File: src/aphc_pkg.sv
package aphc_pkg;

    // Field and register widths.
    localparam int VALUE_W = 48;
    localparam int RATE_W  = 16;
    localparam int DUR_W   = 31;
    localparam int POS_W   = 32;
    localparam int PROD_W  = VALUE_W + RATE_W;
    // Target before normalization: position plus the scaled product.
    localparam int TGT_W   = PROD_W - 8 + 1;
    localparam int PER_W   = POS_W + 1;
    localparam int CNT_W   = $clog2(TGT_W);

    // Configuration register indexes.
    localparam logic [1:0] REG_DURATION = 2'd0;
    localparam logic [1:0] REG_MODE     = 2'd1;
    localparam logic [1:0] REG_RATE     = 2'd2;
    localparam logic [1:0] REG_PAUSED   = 2'd3;

    // Play modes; the unused code behaves as once mode.
    localparam logic [1:0] MODE_ONCE     = 2'd0;
    localparam logic [1:0] MODE_LOOP     = 2'd1;
    localparam logic [1:0] MODE_PINGPONG = 2'd2;

    // Item actions.
    localparam logic ACT_ADVANCE = 1'b0;
    localparam logic ACT_SEEK    = 1'b1;

    typedef enum logic [2:0] {
        S_IDLE,
        S_MULT,
        S_SUM,
        S_PREP,
        S_DIV,
        S_PLACE,
        S_OUT
    } state_t;

    typedef struct packed {
        logic load_in;
        logic mult;
        logic sum;
        logic prep;
        logic div_step;
        logic place;
        logic load_out;
    } cmd_t;

    typedef struct packed {
        logic skip_div;
    } stat_t;

endpackage

File: src/aphc_ctrl.sv
module aphc_ctrl
    import aphc_pkg::*;
(
    input  logic  clk,
    input  logic  rst_n,
    input  logic  in_valid,
    output logic  in_ready,
    input  logic  out_ready,
    output logic  out_valid,
    input  stat_t stat,
    output cmd_t  cmd
);

    state_t             state_reg, state_next;
    logic [CNT_W-1:0]   cnt_reg, cnt_next;
    logic               out_valid_reg, out_valid_next;
    logic               room;

    assign room = !out_valid_reg || out_ready;

    always_comb
    begin
        state_next = state_reg;
        case (state_reg)
            S_IDLE:
            begin
                if (in_valid)
                begin
                    state_next = S_MULT;
                end
            end
            S_MULT:  state_next = S_SUM;
            S_SUM:   state_next = stat.skip_div ? S_PLACE : S_PREP;
            S_PREP:  state_next = S_DIV;
            S_DIV:
            begin
                if (cnt_reg == CNT_W'(TGT_W - 1))
                begin
                    state_next = S_PLACE;
                end
            end
            S_PLACE: state_next = S_OUT;
            S_OUT:
            begin
                if (room)
                begin
                    state_next = S_IDLE;
                end
            end
            default: state_next = S_IDLE;
        endcase
    end

    always_comb
    begin
        cmd      = '0;
        in_ready = 1'b0;
        case (state_reg)
            S_IDLE:
            begin
                in_ready    = 1'b1;
                cmd.load_in = in_valid;
            end
            S_MULT:  cmd.mult     = 1'b1;
            S_SUM:   cmd.sum      = 1'b1;
            S_PREP:  cmd.prep     = 1'b1;
            S_DIV:   cmd.div_step = 1'b1;
            S_PLACE: cmd.place    = 1'b1;
            S_OUT:   cmd.load_out = room;
            default: cmd          = '0;
        endcase
    end

    always_comb
    begin
        cnt_next = cnt_reg;
        if (cmd.prep)
        begin
            cnt_next = '0;
        end
        else if (cmd.div_step)
        begin
            cnt_next = cnt_reg + CNT_W'(1);
        end
    end

    always_comb
    begin
        if (cmd.load_out)
        begin
            out_valid_next = 1'b1;
        end
        else if (out_ready)
        begin
            out_valid_next = 1'b0;
        end
        else
        begin
            out_valid_next = out_valid_reg;
        end
    end

    assign out_valid = out_valid_reg;

    always_ff @(posedge clk or negedge rst_n)
    begin
        if (!rst_n)
        begin
            state_reg     <= S_IDLE;
            cnt_reg       <= '0;
            out_valid_reg <= 1'b0;
        end
        else
        begin
            state_reg     <= state_next;
            cnt_reg       <= cnt_next;
            out_valid_reg <= out_valid_next;
        end
    end

endmodule

File: src/aphc_dp.sv
module aphc_dp
    import aphc_pkg::*;
(
    input  logic                      clk,
    input  logic                      rst_n,
    input  cmd_t                      cmd,
    output stat_t                     stat,
    input  logic                      action,
    input  logic signed [VALUE_W-1:0] value,
    input  logic        [DUR_W-1:0]   duration,
    input  logic        [1:0]         mode,
    input  logic signed [RATE_W-1:0]  rate,
    input  logic                      paused,
    output logic        [POS_W-1:0]   play_time,
    output logic                      done_res,
    output logic                      bad_input
);

    logic                      act_reg;
    logic signed [VALUE_W-1:0] val_reg;
    logic signed [PROD_W-1:0]  prod_reg;
    logic signed [TGT_W-1:0]   tgt_reg;
    logic                      hold_reg;
    logic                      bad_reg;
    logic        [TGT_W-1:0]   mag_reg;
    logic        [POS_W-1:0]   rem_reg;
    logic        [POS_W-1:0]   pos_reg;
    logic        [POS_W-1:0]   play_time_reg;
    logic                      done_reg;
    logic                      bad_out_reg;

    logic                      is_once;
    logic        [POS_W-1:0]   d_eff;
    logic        [PER_W-1:0]   period;
    logic signed [PROD_W-1:0]  prod_c;
    logic signed [TGT_W-1:0]   tgt_c;
    logic                      bad_c;
    logic                      hold_c;
    logic        [PER_W-1:0]   trial;
    logic        [POS_W-1:0]   rem_c;
    logic        [POS_W-1:0]   place_c;
    logic signed [PER_W:0]     mirror;
    logic        [POS_W-1:0]   shown_c;
    logic                      done_c;

    assign is_once = (mode != MODE_LOOP) && (mode != MODE_PINGPONG);
    // A zero duration is treated as the shortest clip.
    assign d_eff   = (duration == '0) ? POS_W'(1) : {1'b0, duration};
    assign period  = (mode == MODE_LOOP) ? {1'b0, d_eff} : {d_eff, 1'b0};

    assign prod_c = PROD_W'(val_reg) * PROD_W'(rate);

    // Floor division of the product by 256 is an arithmetic shift.
    always_comb
    begin
        if (act_reg == ACT_SEEK)
        begin
            tgt_c = TGT_W'(val_reg);
        end
        else
        begin
            tgt_c = {prod_reg[PROD_W-1], prod_reg[PROD_W-1:8]}
                    + $signed({{(TGT_W-POS_W){1'b0}}, pos_reg});
        end
    end

    assign bad_c  = (act_reg == ACT_ADVANCE) && val_reg[VALUE_W-1];
    assign hold_c = (act_reg == ACT_ADVANCE) && (val_reg[VALUE_W-1] || paused);
    assign stat.skip_div = hold_c || is_once;

    // One restoring step on the remainder.
    assign trial = {rem_reg, mag_reg[TGT_W-1]};
    assign rem_c = (trial >= period) ? POS_W'(trial - period) : trial[POS_W-1:0];

    always_comb
    begin
        if (is_once)
        begin
            if (tgt_reg[TGT_W-1])
            begin
                place_c = '0;
            end
            else if (tgt_reg > $signed({{(TGT_W-POS_W){1'b0}}, d_eff}))
            begin
                place_c = d_eff;
            end
            else
            begin
                place_c = tgt_reg[POS_W-1:0];
            end
        end
        else if (tgt_reg[TGT_W-1] && (rem_reg != '0))
        begin
            place_c = POS_W'(period - {1'b0, rem_reg});
        end
        else
        begin
            place_c = rem_reg;
        end
    end

    assign mirror = $signed({1'b0, d_eff, 1'b0}) - $signed({2'b00, pos_reg});

    always_comb
    begin
        shown_c = pos_reg;
        if ((mode == MODE_PINGPONG) && (pos_reg > d_eff))
        begin
            shown_c = mirror[PER_W] ? '0 : mirror[POS_W-1:0];
        end
    end

    always_comb
    begin
        done_c = 1'b0;
        if (is_once)
        begin
            done_c = rate[RATE_W-1] ? (pos_reg == '0) : (pos_reg >= d_eff);
        end
    end

    always_ff @(posedge clk)
    begin
        if (cmd.load_in)
        begin
            act_reg <= action;
            val_reg <= value;
        end
        if (cmd.mult)
        begin
            prod_reg <= prod_c;
        end
        if (cmd.sum)
        begin
            tgt_reg  <= tgt_c;
            hold_reg <= hold_c;
            bad_reg  <= bad_c;
        end
        if (cmd.prep)
        begin
            mag_reg <= tgt_reg[TGT_W-1] ? TGT_W'(-tgt_reg) : tgt_reg;
            rem_reg <= '0;
        end
        else if (cmd.div_step)
        begin
            mag_reg <= {mag_reg[TGT_W-2:0], 1'b0};
            rem_reg <= rem_c;
        end
        if (cmd.load_out)
        begin
            play_time_reg <= shown_c;
            done_reg      <= done_c;
            bad_out_reg   <= bad_reg;
        end
    end

    always_ff @(posedge clk or negedge rst_n)
    begin
        if (!rst_n)
        begin
            pos_reg <= '0;
        end
        else if (cmd.place && !hold_reg)
        begin
            pos_reg <= place_c;
        end
    end

    assign play_time = play_time_reg;
    assign done_res  = done_reg;
    assign bad_input = bad_out_reg;

endmodule

File: src/animation_playhead_clock.sv
// Animation playhead clock.
// Items enter on the in_valid/in_ready channel: action selects advance (0) or
// seek (1), and value is a signed Q32.16 delta or seek target. Each item gives
// exactly one result item on out_valid/out_ready: the displayed time, the
// finished flag of once mode and the bad-delta flag.
// The block works on one item at a time. In once mode, and for a paused or
// rejected advance, the item passes the multiply, sum, place and output
// states; in loop and ping-pong mode it also passes the prepare and divide
// states, where a restoring divider reduces the 57-bit target modulo the
// period one bit per cycle. in_ready is high again in the cycle after the
// result is loaded, so a new item can be accepted even while the previous
// result still waits at the output.
// If the receiver stalls, the result register holds its item and the block
// waits with the next result until the register is free.
// Reset clears the position to zero and loads the register defaults: duration
// one second, once mode, normal rate, not paused. The APB port writes the
// registers at any time but only while no item is in flight by convention.
module animation_playhead_clock
    import aphc_pkg::*;
(
    input  logic                      clk,
    input  logic                      rst_n,
    input  logic                      in_valid,
    output logic                      in_ready,
    input  logic                      action,
    input  logic signed [VALUE_W-1:0] value,
    output logic                      out_valid,
    input  logic                      out_ready,
    output logic        [POS_W-1:0]   play_time,
    output logic                      done_res,
    output logic                      bad_input,
    input  logic                      psel,
    input  logic                      penable,
    input  logic                      pwrite,
    input  logic        [3:0]         paddr,
    input  logic        [31:0]        pwdata,
    output logic        [31:0]        prdata,
    output logic                      pready
);

    logic        [DUR_W-1:0]  duration_reg, duration_next;
    logic        [1:0]        mode_reg, mode_next;
    logic signed [RATE_W-1:0] rate_reg, rate_next;
    logic                     paused_reg, paused_next;
    logic                     wr_en;
    cmd_t                     cmd;
    stat_t                    stat;

    assign pready = 1'b1;
    assign wr_en  = psel && penable && pwrite;

    // Register writes; the index is the word address.
    always_comb
    begin
        duration_next = duration_reg;
        mode_next     = mode_reg;
        rate_next     = rate_reg;
        paused_next   = paused_reg;
        if (wr_en)
        begin
            case (paddr[3:2])
                REG_DURATION: duration_next = pwdata[DUR_W-1:0];
                REG_MODE:     mode_next     = pwdata[1:0];
                REG_RATE:     rate_next     = pwdata[RATE_W-1:0];
                REG_PAUSED:   paused_next   = pwdata[0];
                default:      duration_next = duration_reg;
            endcase
        end
    end

    always_comb
    begin
        case (paddr[3:2])
            REG_DURATION: prdata = {1'b0, duration_reg};
            REG_MODE:     prdata = {30'b0, mode_reg};
            REG_RATE:     prdata = {16'b0, rate_reg};
            REG_PAUSED:   prdata = {31'b0, paused_reg};
            default:      prdata = '0;
        endcase
    end

    always_ff @(posedge clk or negedge rst_n)
    begin
        if (!rst_n)
        begin
            duration_reg <= DUR_W'(65536);
            mode_reg     <= MODE_ONCE;
            rate_reg     <= RATE_W'(256);
            paused_reg   <= 1'b0;
        end
        else
        begin
            duration_reg <= duration_next;
            mode_reg     <= mode_next;
            rate_reg     <= rate_next;
            paused_reg   <= paused_next;
        end
    end

    // The controller sequences each item; the datapath holds the position,
    // the multiplier, the divider and the result register.
    aphc_ctrl u_ctrl (
        .clk       (clk),
        .rst_n     (rst_n),
        .in_valid  (in_valid),
        .in_ready  (in_ready),
        .out_ready (out_ready),
        .out_valid (out_valid),
        .stat      (stat),
        .cmd       (cmd)
    );

    aphc_dp u_dp (
        .clk       (clk),
        .rst_n     (rst_n),
        .cmd       (cmd),
        .stat      (stat),
        .action    (action),
        .value     (value),
        .duration  (duration_reg),
        .mode      (mode_reg),
        .rate      (rate_reg),
        .paused    (paused_reg),
        .play_time (play_time),
        .done_res  (done_res),
        .bad_input (bad_input)
    );

endmodule
File: config.mk
export PLATFORM = sky130hd
export DESIGN_NAME = animation_playhead_clock
export DESIGN_NICKNAME = d
export VERILOG_FILES = /design/src/aphc_pkg.sv /design/src/aphc_ctrl.sv /design/src/aphc_dp.sv /design/src/animation_playhead_clock.sv
export SDC_FILE = /design/constraint.sdc
export NUM_CORES = 2
export LEC_CHECK = 0
export BUFFER_PORTS_ARGS = -buffer_cell sky130_fd_sc_hd__buf_2
export CORE_MARGIN = 5
export CORE_UTILIZATION = 55
export CTS_CLUSTER_DIAMETER = 150
export CTS_CLUSTER_SIZE = 12
export DETAILED_ROUTE_END_ITERATION = 16
export PLACE_DENSITY = 0.77
export SKIP_LAST_GASP = 1
export SLEW_MARGIN = 20
export SYNTH_ARGS = -nofsm -noshare
export SYNTH_HDL_FRONTEND = slang
export SYNTH_SLANG_ARGS = --single-unit
File: constraint.sdc
create_clock -name clk -period 20.3 [get_ports clk]
set_input_delay 2.03 -clock clk [delete_from_list [all_inputs] [get_ports clk]]
set_output_delay 2.03 -clock clk [all_outputs]
set_load 0.02 [all_outputs]
==> impl_metrics.tcl <==
set metrics [dict create \
    drt_iter0_markers 3516 \
    cp-start-kind "flip-flop" \
    worstMarginPinSlew_ps 1140 \
    drt_pre_antenna_iters 7 \
    fin_util_pct 58.5 \
    seq_area_frac_synth_pct 20.8 \
    grt_pass1_vias 42000 \
    outcome "completed" \
    postCtsSetupBuffers 0 \
    min_from "u_ctrl.cnt_reg[5]$_DFFE_PN0P_" \
    yosys_warnings 0 \
    clk_pin_slew_ps 70 \
    num_rows 111 \
    finalHoldViolCount 0 \
    ys.flop_type "edfxtp_1" \
    r2r-end "u_dp.prod_reg[48]$_DFFE_PP_" \
    busiest_layer "met2" \
    clk-insertion-delay-late_ps 650 \
    met3_usage_pct 5.89 \
    critPathRequiredTime_ps 20660 \
    die_width_um 314 \
    timing.rr.start "rate_reg[8]$_DFFE_PN1P_" \
    async_flop_share_pct 24.3 \
    io_buffers 155 \
    die_h_um 314 \
    drive_gt1_share_pct 5.62 \
    finalMaxSlewViolations 0 \
    rsz0062_at_grt "false" \
    cts_tree "done" \
    synth_edf_count 255 \
    ios 161 \
    fillers 7965 \
    ys_seq_elements 379 \
    ctsResizeCount 0 \
    final_cell_mix "inv_1, nand2_1, fa_1" \
    synth_area_sq_um 50900 \
    vias_per_cell 5.87 \
    cts_sinks 379 \
    gr-usage-met1_pct 39.4 \
    synth_area_leader_cell "fa_1" \
    finalCriticalPeriod_ps 8590 \
    synth_area_leaders "fa_1, edfxtp_1, ha_1" \
    ys_types 88 \
    root_buffer "clkbuf_16" \
    worstSetupPathType "flip-flop to flip-flop" \
    min_to "u_ctrl.cnt_reg[5]$_DFFE_PN0P_" \
    tns_ps 0 \
    postRouteWirelength_um 145000 \
    setup_violations 0 \
    hold_path_depth 1 \
    finalNonFillerCells 6919 \
    cts-hold-fix-buffers 0 \
    die_area_sq_um 98700 \
    r2r_slack_ps 11710 \
    clk_path_buf_depth 3 \
    syn_inst 5706 \
    ant_nets 0 \
    post-place-ws_ps 11800 \
    slew-limit-headroom_pct 24.2 \
    cap_violations 0 \
    syn_to_final_growth_pct 5.52 \
    gp_congestion 0.986 \
    yosysTopAreaCellShare_pct 28.0 \
    fmax_ghz 0.116 \
    core-area_sq_um 91800 \
    hold_path.class "flip-flop to flip-flop" \
    grt_overflow 0 \
    worstSetupEndpointType "flip-flop" \
    setup_ws_ps 11710 \
    critical_path_arrival_ps 8960 \
    r2r_cells 23 \
    period_share_pct 42.3 \
    dp.cells 6847 \
    worstPathMaxFanout 30 \
    wire_per_inst_um 21.0 \
    track_usage_pct 29.7 \
    cts_buffers 39 \
    initial_utilization_pct 55.4 \
    fin_nets 6787 \
    h-tree-depth 2 \
    synth_area_per_cell_sq_um 8.92 \
    grt_max_degree 89 \
    vias 40600 \
    grt_pass1_wl_um 231000 \
    syn-num-nets 6847 \
    antenna_found_initial 3 \
    detailed_place_hpwl_um 113000 \
    grt_util_met2_pct 48.0 \
    final_common_cell "inv_1" \
    drc_errors 0 \
    finalClockSkew_ps 68.4 \
]
[synthesized netlist by cell type (13+ instances only)]
cell / count
nor2_1: 185
o21ai_1: 27
o41ai_1: 18
clkbuf_1: 284
o21a_1: 39
mux2_2: 20
mux2i_1: 80
nand2b_1: 31
fa_1: 713
o21ai_0: 326
nand4_1: 51
ha_1: 336
a211oi_1: 30
nand3_1: 53
buf_1: 14
a31oi_1: 19
edfxtp_1: 255
nor3_1: 56
dfrtp_1: 90
a21o_1: 100
nor2b_1: 30
and3_1: 32
inv_1: 1039
and2_1: 272
dfxtp_1: 32
a21oi_1: 193
o31ai_1: 25
o22ai_1: 52
o211ai_1: 13
xnor2_1: 126
or3_1: 41
nand2_1: 803
nor4_1: 30
o21bai_1: 27
xor2_1: 114
[metrics by stage]
step | hold slack [ps] | cell area, sq um
global placement | 446 | 52500
floorplan | 400 | 50900
finish | 491 | 53700
global route | 510 | 53700
detailed placement | 471 | 52500
CTS | 492 | 53700
[kinds of logic after synthesis]
group                      after synthesis  share of synthesized area, %
xor gates and xnor gates               240                          4.13
muxes                                  103                          2.10
adders and majority gates             1049                          36.3
DFF                                    379                          20.8
other                                    2                        0.0148
buffers and inverters                 1349                          10.0
and+or+nand+nor                       1641                          15.3
AOI/OAI and AO/OA                      943                          11.3
[critical path, cell delays in order, from the launching register on]
cell and delay, ps:
dfstp_2 980, buf_4 520, nand2_1 140, fa_1 550
inv_1 50, fa_1 490, fa_1 480, fa_1 440
fa_1 520, inv_1 50, fa_1 470, inv_1 40
ha_1 340, a21oi_1 180, o21ai_0 170, a221oi_1 880
o21ai_0 230, a21oi_1 190, nor3_1 60, a211oi_1 440
o21ai_1 220, a221oi_1 470, o21ai_0 200, xor2_1 170
[layout make-up]
| class | count | area (sq um) | area share [%] |
|---|---|---|---|
| multi-input cells | 3978 | 35300 | 65.7 |
| flip-flops and latches | 379 | 10600 | 19.8 |
| inverters | 1041 | 3910 | 7.28 |
| well taps | 1243 | 1560 | 2.90 |
| repair buffers | 207 | 1190 | 2.22 |
| clock buffers | 62 | 1060 | 1.98 |
| clock inverters | 6 | 86.3 | 0.161 |
| diodes | 3 | 7.51 | 0.0140 |
[layer usage]
| layer | vias up | share of wire (%) |
|---|---|---|
| met2 | 1900 | 46 |
| li1 | 18200 | - |
| met1 | 20200 | 40 |
| met3 | 418 | 9.4 |
| met4 | 0 | 4.8 |
| met5 | - | 0 |
[worst max path at each step]
stage / from / to / slack (ps) / depth (start not counted)
after floorplan: rate_reg[1]$_DFFE_PN0P_ / u_dp.prod_reg[60]$_DFFE_PP_ / 13450 / 26
after CTS: rate_reg[8]$_DFFE_PN1P_ / u_dp.prod_reg[60]$_DFFE_PP_ / 11730 / 23
after detailed placement: rate_reg[8]$_DFFE_PN1P_ / u_dp.prod_reg[60]$_DFFE_PP_ / 11800 / 23
final: rate_reg[8]$_DFFE_PN1P_ / u_dp.prod_reg[48]$_DFFE_PP_ / 11710 / 23
after global routing: rate_reg[2]$_DFFE_PN0P_ / u_dp.prod_reg[61]$_DFFE_PP_ / 11500 / 26
after global placement: rate_reg[8]$_DFFE_PN1P_ / u_dp.prod_reg[60]$_DFFE_PP_ / 11960 / 23
Power is left out: the tool's default activity adds up to more than one toggle a clock period on the data nets, which glitch-free logic cannot reach.
